File: config.mk
export PLATFORM = sky130hd
export DESIGN_NAME = shct_ram
export DESIGN_NICKNAME = d
export VERILOG_FILES = /design/src/rtl/shct_ram.sv
export SDC_FILE = /design/constraint.sdc
export NUM_CORES = 1
export LEC_CHECK = 0
export BUFFER_PORTS_ARGS = -buffer_cell sky130_fd_sc_hd__buf_2
export CELL_PAD_IN_SITES_DETAIL_PLACEMENT = 1
export CELL_PAD_IN_SITES_GLOBAL_PLACEMENT = 1
export CORE_MARGIN = 2
export CORE_UTILIZATION = 34
export DETAILED_ROUTE_END_ITERATION = 16
export PLACE_DENSITY = 0.55
export RECOVER_POWER = 100
export SYNTH_ARGS = -nofsm -noshare
export SYNTH_HDL_FRONTEND = slang
export SYNTH_SLANG_ARGS = --single-unit
File: constraint.sdc
create_clock -name aclk -period 2.3 [get_ports aclk]
set_clock_uncertainty 0.05 [all_clocks]
set_input_delay 0.115 -clock aclk [delete_from_list [all_inputs] [get_ports aclk]]
set_output_delay 0.115 -clock aclk [all_outputs]
set_load 0.05 [all_outputs]
File: src/rtl/shct_ram.sv
module shct_ram #(
    parameter int WIDTH = 8,
    parameter int DEPTH = 16
) (
    input  logic                     aclk,
    input  logic                     we,
    input  logic [$clog2(DEPTH)-1:0] waddr,
    input  logic [WIDTH-1:0]         wdata,
    input  logic                     re,
    input  logic [$clog2(DEPTH)-1:0] raddr,
    output logic [WIDTH-1:0]         rdata
);

    logic [WIDTH-1:0] mem [DEPTH];
    logic [WIDTH-1:0] rdata_reg;

    always_ff @(posedge aclk) begin
        if (we) begin
            mem[waddr] <= wdata;
        end
        if (re) begin
            rdata_reg <= mem[raddr];
        end
    end

    assign rdata = rdata_reg;

endmodule

==> results of run 1 <==
-- final timing paths --
check                            end  cells past startpoint
setup / recovery  rdata[1]$_DFFE_PP_                      3
setup reg to reg  rdata[1]$_DFFE_PP_                      3
hold reg to reg   rdata[0]$_DFFE_PP_                      3
hold / removal    rdata[4]$_DFFE_PP_                      1
-- stage by stage --
stage / total power, mW / hold WS, ns / instance area [um^2]
5_1_grt: 5.81 / 0.203 / 6130
6_report: 5.61 / 0.187 / 6130
2_1_floorplan: 3.04 / 0.164 / 5230
3_3_place_gp: 3.16 / 0.463 / 5670
3_5_place_dp: 3.16 / 0.466 / 5670
4_1_cts: 5.69 / 0.0406 / 6220
-- cell type report --
type	count	area, um^2	area share
Clock buffer	20	437	0.0712
Multi-Input combinational cell	83	1060	0.172
Tap cell	188	235	0.0384
Timing Repair Buffer	45	211	0.0345
Sequential cell	136	4080	0.666
Clock inverter	12	109	0.0177
-- per-layer routing --
layer / wire length [um] / vias to the layer above / part of all wire / track usage
li1: - / 1089 / - / -
met1: 4930 / 1314 / 0.46 / 0.193
met2: 5230 / 46 / 0.49 / 0.231
met3: 400 / 9 / 0.037 / 0.0371
met4: 145 / 0 / 0.014 / 0.0446
met5: 0 / - / 0 / 0
-- Yosys cell counts --
cell	n	area share
sky130_fd_sc_hd__nand3b_1	2	0.0029
sky130_fd_sc_hd__nor2b_1	1	0.0012
sky130_fd_sc_hd__or3b_2	1	0.0017
sky130_fd_sc_hd__nor3_1	4	0.0038
sky130_fd_sc_hd__mux4_2	18	0.078
sky130_fd_sc_hd__nor2_1	13	0.0093
sky130_fd_sc_hd__nand3_1	1	0.00096
sky130_fd_sc_hd__and2b_1	1	0.0014
sky130_fd_sc_hd__buf_6	3	0.0065
sky130_fd_sc_hd__and2_1	1	0.0012
sky130_fd_sc_hd__clkdlybuf4s25_2	3	0.0057
sky130_fd_sc_hd__edfxtp_1	136	0.78
sky130_fd_sc_hd__mux4_1	14	0.070
sky130_fd_sc_hd__a22oi_1	16	0.023
sky130_fd_sc_hd__buf_2	3	0.0029
sky130_fd_sc_hd__nand2_1	9	0.0065
sky130_fd_sc_hd__buf_4	1	0.0014
sky130_fd_sc_hd__nand2b_1	2	0.0024
-- kinds of logic after synthesis --
family / count (synthesis) / synth area share
AOI/OAI and AO/OA: 16 / 0.0230
buffers and inverters: 10 / 0.0165
DFF: 136 / 0.781
and+or+nand+nor: 35 / 0.0314
muxes: 32 / 0.148
-- power by group --
group | switching (mW) | internal [mW] | leakage, nW
logic | 0.185 | 0.0982 | 0.457
clock network | 0.944 | 1.57 | 0.263
registers | 0.0163 | 2.80 | 1.24
-- cell usage in the layout (no fill, tap or decap) --
cell type,Yosys,routed
sky130_fd_sc_hd__edfxtp_1,136,136
sky130_fd_sc_hd__clkbuf_1,0,40
sky130_fd_sc_hd__mux4_2,18,18
sky130_fd_sc_hd__clkbuf_16,0,17
sky130_fd_sc_hd__a22oi_1,16,16
sky130_fd_sc_hd__mux4_1,14,14
sky130_fd_sc_hd__nor2_1,13,13
sky130_fd_sc_hd__nand2_1,9,9
sky130_fd_sc_hd__clkinv_1,0,6
sky130_fd_sc_hd__buf_2,3,5
sky130_fd_sc_hd__nor3_1,4,4
sky130_fd_sc_hd__nand3b_1,2,2
sky130_fd_sc_hd__nand2b_1,2,2
sky130_fd_sc_hd__bufinv_16,0,2
sky130_fd_sc_hd__clkinv_2,0,2
sky130_fd_sc_hd__buf_12,0,2
sky130_fd_sc_hd__nor2b_1,1,1
sky130_fd_sc_hd__and2_1,1,1
sky130_fd_sc_hd__and2b_1,1,1
sky130_fd_sc_hd__nand3_1,1,1
sky130_fd_sc_hd__or3b_2,1,1
sky130_fd_sc_hd__clkinvlp_4,0,1
sky130_fd_sc_hd__clkinv_4,0,1
sky130_fd_sc_hd__buf_4,1,1
==> metrics.log, run 1 <==
[metrics] run status: complete, no violations
[metrics] slew of the pin with the lowest slew margin: about 0.7 ns
[metrics] count of buffers from port buffering: 26
[metrics] first-pass GRT wire length: about 17000 um
[metrics] number of flip-flops under the largest register name: 128
[metrics] Residual DRC: 0
[metrics] Final Instance Count excl. Fillers: roughly 480
[metrics] largest stage delay on the critical path: just over 0.5 ns
[metrics] final setup violating endpoints: 0
[metrics] clock root cell: sky130_fd_sc_hd__clkbuf_16
[metrics] max-capacitance violation count: 0
[metrics] count of buffer and inverter cells on the critical path: 0
[metrics] Slowest-stage cell, CP: sky130_fd_sc_hd__mux4_1
[metrics] Max rail drop VDD: 0.558 mV
[metrics] hold_sp: re
[metrics] global router's overall resource usage: 0.144
[metrics] sequential share of the synthesized area: 0.781
[metrics] number of antenna violations at the first check in global routing: 0
[metrics] clock period minus worst slack: around 1.5 ns
[metrics] full die area: 0.0164 mm^2
[metrics] sum of routed wire length over all layers: between 10000 and 15000 um
[metrics] Layout fillers: ~1500
[metrics] Period Utilization, post-route: 0.662
[metrics] Avg WL per Cell: around 22 um
[metrics] vias: roughly 2500
[metrics] reg-to-reg setup timing slack: roughly 0.78 ns
[metrics] FP Rows: 45
[metrics] number of H-tree levels: 4
[metrics] core area: approximately 0.015 mm^2
[metrics] Setup crit start kind: flip-flop
[metrics] sum of overflow across all layers after global routing: 0
[metrics] area added between synthesis and finish: 17.3%
[metrics] die height: approximately 130 um
[metrics] Setup CP Type: reg -> reg
[metrics] iteration-0 DRC count of the detailed router: 171
[metrics] CTS resizes: 0
[metrics] cts-stage hold buffer count: 0
[metrics] cell count after synthesis: between 200 and 250
[metrics] CTS tree: built
[metrics] highest achievable clock rate: 0.657 GHz
[metrics] CTS buffer count: 17
[metrics] placer's final routability congestion estimate: ~0.66
[metrics] Avg Vias per Cell: about 5.1
[metrics] required time reported for the critical path endpoint: 2.40 ns
[metrics] type of element capturing the critical path: flip-flop
[metrics] launch instance of the worst register-to-register path: mem[1][1]$_DFFE_PP_
[metrics] type of the most critical hold path: in -> reg
[metrics] critical path startpoint: mem[1][1]$_DFFE_PP_
[metrics] critical path fanouts, max: 1
[metrics] hold violation count in the final report: 0
[metrics] clk sink count: 136
[metrics] worst-case headroom to the max-slew limit: 0.531
[metrics] largest net degree at the start of global routing: 33
[metrics] width of the chip: approximately 130 um
[metrics] # diodes: 0
[metrics] flip-flop and latch count after synthesis: roughly 140
[metrics] synth warn: 0
[metrics] post-synth net total: roughly 250
[metrics] source-to-sink clock delay at the later pin of the worst-skew pair: between 0.4 and 0.5 ns
[metrics] final core area utilization: 0.406
[metrics] Setup Fix Bufs, Post-CTS: 0
[metrics] combined area of all synthesized cells: 0.00523 mm^2
[metrics] power per standard cell area: about 910 mW/mm^2
[metrics] number of global-route vias before repair: about 2700
[metrics] Arr. time, crit path: roughly 1.6 ns
[metrics] RSZ-0062 raised after global routing: no
[metrics] total count of max-transition violations in the final report: 0
[metrics] Longest Clk Path Bufs: 2
[metrics] Worst Setup Slack post-DPL: 0.496 ns
[metrics] clock transition at the register clock pins on the worst setup and hold paths after CTS: about 0.060 ns
[metrics] ordered cell list for the critical path: mux4_1 -> a22oi_1 -> nand2_1
[metrics] syn_area_per_cell: roughly 23 um^2
[metrics] accumulated negative setup slack: 0 ns
[metrics] fin nets: roughly 300
[metrics] fraction of final layout cells sized beyond drive strength 1: 0.169
[metrics] initial core utilization: 0.346
[metrics] remaining antenna violation count: 0
[metrics] placed cell count: about 450
[metrics] setup slack after layout: approximately 0.78 ns
[metrics] final HPWL from detailed placement: 6700 um
[metrics] cell leakage power: roughly 2 nW
[metrics] I/O pin total: 27
[metrics] length of the first detailed-routing pass in iterations: 4
[metrics] largest delay contributor family on the critical path: multiplexers
[metrics] synth unique cells: 18
Power figures use the tool's default switching activity.
==> inputs of run 2 (changes only) <==
- PLACE_DENSITY: 0.55 -> 0.57
- clock period: 2.3 -> 1.3 ns (I/O delays scaled with it)
==> run 2 against run 1 <==
  * The flow now finishes with violations (setup timing)
  * Via count increased by 0.90%
  * Sequential cell count unchanged
  * Sequential power increased by 77%
  * Hold slack better by 0.014 ns
  * Critical path type unchanged
==> metrics.log, run 2 (synthesized netlist as in run 1, its figures left out) <==
[metrics] required time reported for the critical path endpoint: 1.41 ns (-0.99 ns)
[metrics] most frequent standard cell in the layout excluding fill and tap cells: sky130_fd_sc_hd__edfxtp_1
[metrics] power per standard cell area: 1630 mW/mm^2 (+78%)
[metrics] clock transition at the register clock pins on the worst setup and hold paths after CTS: 0.05 ns (about the same)
[metrics] run status: finished with violations
[metrics] type of element capturing the critical path: flip-flop
[metrics] switching power total: 2.02 mW (+77%)
[metrics] area after detailed placement: 0.00575 mm^2 (+1.4%)
[metrics] RSZ-0062 raised after global routing: yes
[metrics] highest achievable clock rate: 0.687 GHz (+4.5%)
[metrics] Comb power frac: 0.058 (+0.007)
[metrics] post-layout power: 10.4 mW (+85%)
[metrics] final setup violating endpoints: 8 (+8)
[metrics] slew of the pin with the lowest slew margin: 0.995 ns (+0.292 ns)
[metrics] Worst Setup Slack post-DPL: -0.459 ns (-0.956 ns)
[metrics] Residual DRC: 0 (unchanged)
[metrics] Int Pwr: 8.36 mW (+87%)
[metrics] Avg WL per Cell: 21.7 um (-1.9%)
[metrics] source-to-sink clock delay at the later pin of the worst-skew pair: 0.42 ns (about the same)
[metrics] Avg Vias per Cell: 4.93 (-2.9%)
[metrics] area occupied by multi-input gates: 0.00105 mm^2 (-0.24%)
[metrics] highest-count cells in the layout ignoring fill and taps: 136 x sky130_fd_sc_hd__edfxtp_1, 32 x sky130_fd_sc_hd__mux4_2, 24 x sky130_fd_sc_hd__clkbuf_1
[metrics] vias: 2480 (+0.90%)
[metrics] count of buffers from port buffering: 26 (unchanged)
[metrics] post-route standard cell area excluding fillers: 0.00638 mm^2 (+4.1%)
[metrics] cell leakage power: 2.08 nW (+6.2%)
[metrics] sum of routed wire length over all layers: 10900 um (+1.9%)
[metrics] Layout fillers: 1445 (-0.55%)
[metrics] number of H-tree levels: 4 (unchanged)
[metrics] violated checks: setup timing
[metrics] iteration-0 DRC count of the detailed router: 250 (+46%)
[metrics] width of the chip: 128 um (unchanged)
[metrics] Setup CP Type: reg -> reg
[metrics] remaining antenna violation count: 0 (unchanged)
[metrics] largest net degree at the start of global routing: 17 (-48%)
[metrics] # diodes: 0 (unchanged)
[metrics] Longest Clk Path Bufs: 2 (unchanged)
[metrics] clock period minus worst slack: 1.46 ns (-0.0661 ns)
[metrics] clock root cell: sky130_fd_sc_hd__clkbuf_16
[metrics] final HPWL from detailed placement: 7140 um (+6.7%)
[metrics] cells on worst reg2reg path: 3 (unchanged)
[metrics] Slowest-stage cell, CP: sky130_fd_sc_hd__mux4_2
[metrics] number of antenna violations at the first check in global routing: 0 (unchanged)
[metrics] hold violation count in the final report: 0 (unchanged)
[metrics] critical path fanouts, max: 1 (unchanged)
[metrics] largest stage delay on the critical path: 0.51 ns (about the same)
[metrics] Critical Path Sink: rdata[2]$_DFFE_PP_
[metrics] reg-to-reg setup timing slack: -0.16 ns (-0.93 ns)
[metrics] total count of max-transition violations in the final report: 0 (unchanged)
[metrics] area added between synthesis and finish: 22.1%
[metrics] number of global-route vias before repair: 2731 (+2.2%)
[metrics] core area: 0.0151 mm^2 (unchanged)
[metrics] endpoint of the most critical register-to-register path: rdata[2]$_DFFE_PP_
[metrics] CTS buffer count: 17 (unchanged)
[metrics] Period Utilization, post-route: 1.12 (+0.458)
[metrics] FP Rows: 45 (unchanged)
[metrics] global router's overall resource usage: 0.147 (+0.00335)
[metrics] length of the first detailed-routing pass in iterations: 4 (unchanged)
[metrics] fraction of final layout cells sized beyond drive strength 1: 0.330 (+0.161)
[metrics] Clock Power Share: 0.463 (+0.015)
[metrics] launch instance of the worst register-to-register path: mem[15][2]$_DFFE_PP_
[metrics] ordered cell list for the critical path: mux4_2 -> a22oi_2 -> nand2_1
[metrics] FF+latch area: 0.00408 mm^2 (unchanged)
[metrics] part of the total power dissipated in sequential elements: 0.479 (-0.022)
[metrics] Max rail drop VDD: 0.986 mV (+77%)
[metrics] max-capacitance violation count: 0 (unchanged)
[metrics] setup slack after layout: -0.156 ns (-0.934 ns)
[metrics] Setup crit start kind: flip-flop
[metrics] placed cell count: 464 (+2.7%)
[metrics] type of the most critical hold path: in -> reg
[metrics] minimum hold slack: 0.201 ns (+0.0142 ns)
[metrics] initial core utilization: 0.346 (unchanged)
[metrics] placer's final routability congestion estimate: 0.731 (+11%)
[metrics] fin nets: 321 (+6.3%)
[metrics] Arr. time, crit path: 1.57 ns (-0.05 ns)
[metrics] number of flip-flops under the largest register name: 128 (unchanged)
[metrics] full die area: 0.0164 mm^2 (unchanged)
[metrics] die height: 128 um (unchanged)
[metrics] switch share: 0.195 (-0.00949)
[metrics] CTS tree: built
[metrics] Final Instance Count excl. Fillers: 503 (+3.9%)
[metrics] I/O pin total: 27 (unchanged)
[metrics] worst-case headroom to the max-slew limit: 0.335 (-0.196)
[metrics] critical path startpoint: mem[15][2]$_DFFE_PP_
[metrics] first-pass GRT wire length: 16600 um (-0.83%)
[metrics] clk sink count: 136 (unchanged)
[metrics] sum of overflow across all layers after global routing: 0 (unchanged)
==> run 2: changes by cell type in the layout (fill, tap and decap cells not counted) <==
| cell | previous run | this run |
|---|---|---|
| sky130_fd_sc_hd__clkbuf_1 | 40 | 24 |
| sky130_fd_sc_hd__clkbuf_2 | 0 | 16 |
| sky130_fd_sc_hd__mux4_1 | 14 | 0 |
| sky130_fd_sc_hd__mux4_2 | 18 | 32 |
| sky130_fd_sc_hd__a22oi_1 | 16 | 6 |
| sky130_fd_sc_hd__a22oi_2 | 0 | 10 |
| sky130_fd_sc_hd__buf_4 | 1 | 10 |
| sky130_fd_sc_hd__dlygate4sd3_1 | 0 | 7 |
| sky130_fd_sc_hd__buf_12 | 2 | 4 |
| sky130_fd_sc_hd__buf_2 | 5 | 7 |
| sky130_fd_sc_hd__bufinv_16 | 2 | 4 |
| sky130_fd_sc_hd__clkinv_1 | 6 | 4 |
| sky130_fd_sc_hd__clkinvlp_4 | 1 | 0 |
==> run 2: layout make-up <==
type                            instances  area share
Sequential cell                       136       0.640
Multi-Input combinational cell         83       0.165
Clock buffer                           21      0.0690
Timing Repair Buffer                   64      0.0651
Tap cell                              188      0.0368
Clock inverter                         11      0.0241
==> run 2: worst max-delay path: cells and delay by family, from the launching register on <==
family / cells / cell delay, ns
AND/OR/NAND/NOR: 1 / 0.08
flip-flops: 1 / 0.38
multiplexers: 1 / 0.51
AO/OA/AOI/OAI: 1 / 0.18
==> run 2: how the worst min path moves through the flow <==
| stage | start | to | slack, ns | cells past startpoint |
|---|---|---|---|---|
| 6_report | wdata[3] | mem[5][3]$_DFFE_PP_ | 0.20 | 1 |
| 3_3_place_gp | re | rdata[2]$_DFFE_PP_ | 0.42 | 1 |
| 5_1_grt | wdata[3] | mem[6][3]$_DFFE_PP_ | 0.26 | 1 |
| 2_1_floorplan | wdata[0] | mem[0][0]$_DFFE_PP_ | 0.11 | 0 |
| 3_5_place_dp | re | rdata[2]$_DFFE_PP_ | 0.42 | 1 |
| 4_1_cts | wdata[3] | mem[6][3]$_DFFE_PP_ | 0.006 | 1 |
==> run 2: repair_timing <==
action / in CTS / in global routing
hold buffers: 7 / 0
endpoints found under the setup margin: 8 / 8
resized for setup: 8 / 2
pin swaps: 0 / 5
hold endpoints to repair: 104 / 0
setup buffers: 0 / 0
==> run 2: per-stage QoR <==
step / utilization / setup TNS (ns)
floorplan: - / -2.60
global placement: 0.381 / -5.30
detailed placement: 0.381 / -5.85
CTS: 0.428 / -1.24
global route: 0.423 / -1.44
finish: 0.423 / -1.06
==> run 2: power by group through the flow <==
stage               clock network, mW  registers (mW)  logic (mW)
finish                           4.81            4.98       0.599
CTS                              4.90            4.97       0.623
detailed placement                  0            5.06       0.587
floorplan                           0            5.13       0.273
global route                     5.05            4.98       0.649
global placement                    0            5.06       0.576
==> run 2: per-layer routing <==
layer  wire length [um]  global-route usage  vias to the layer above
li1                   -                   -                     1109
met5                  0                   0                        -
met3                434              0.0472                       13
met4                165              0.0543                        0
met1               4840               0.187                     1307
met2               5470               0.238                       51
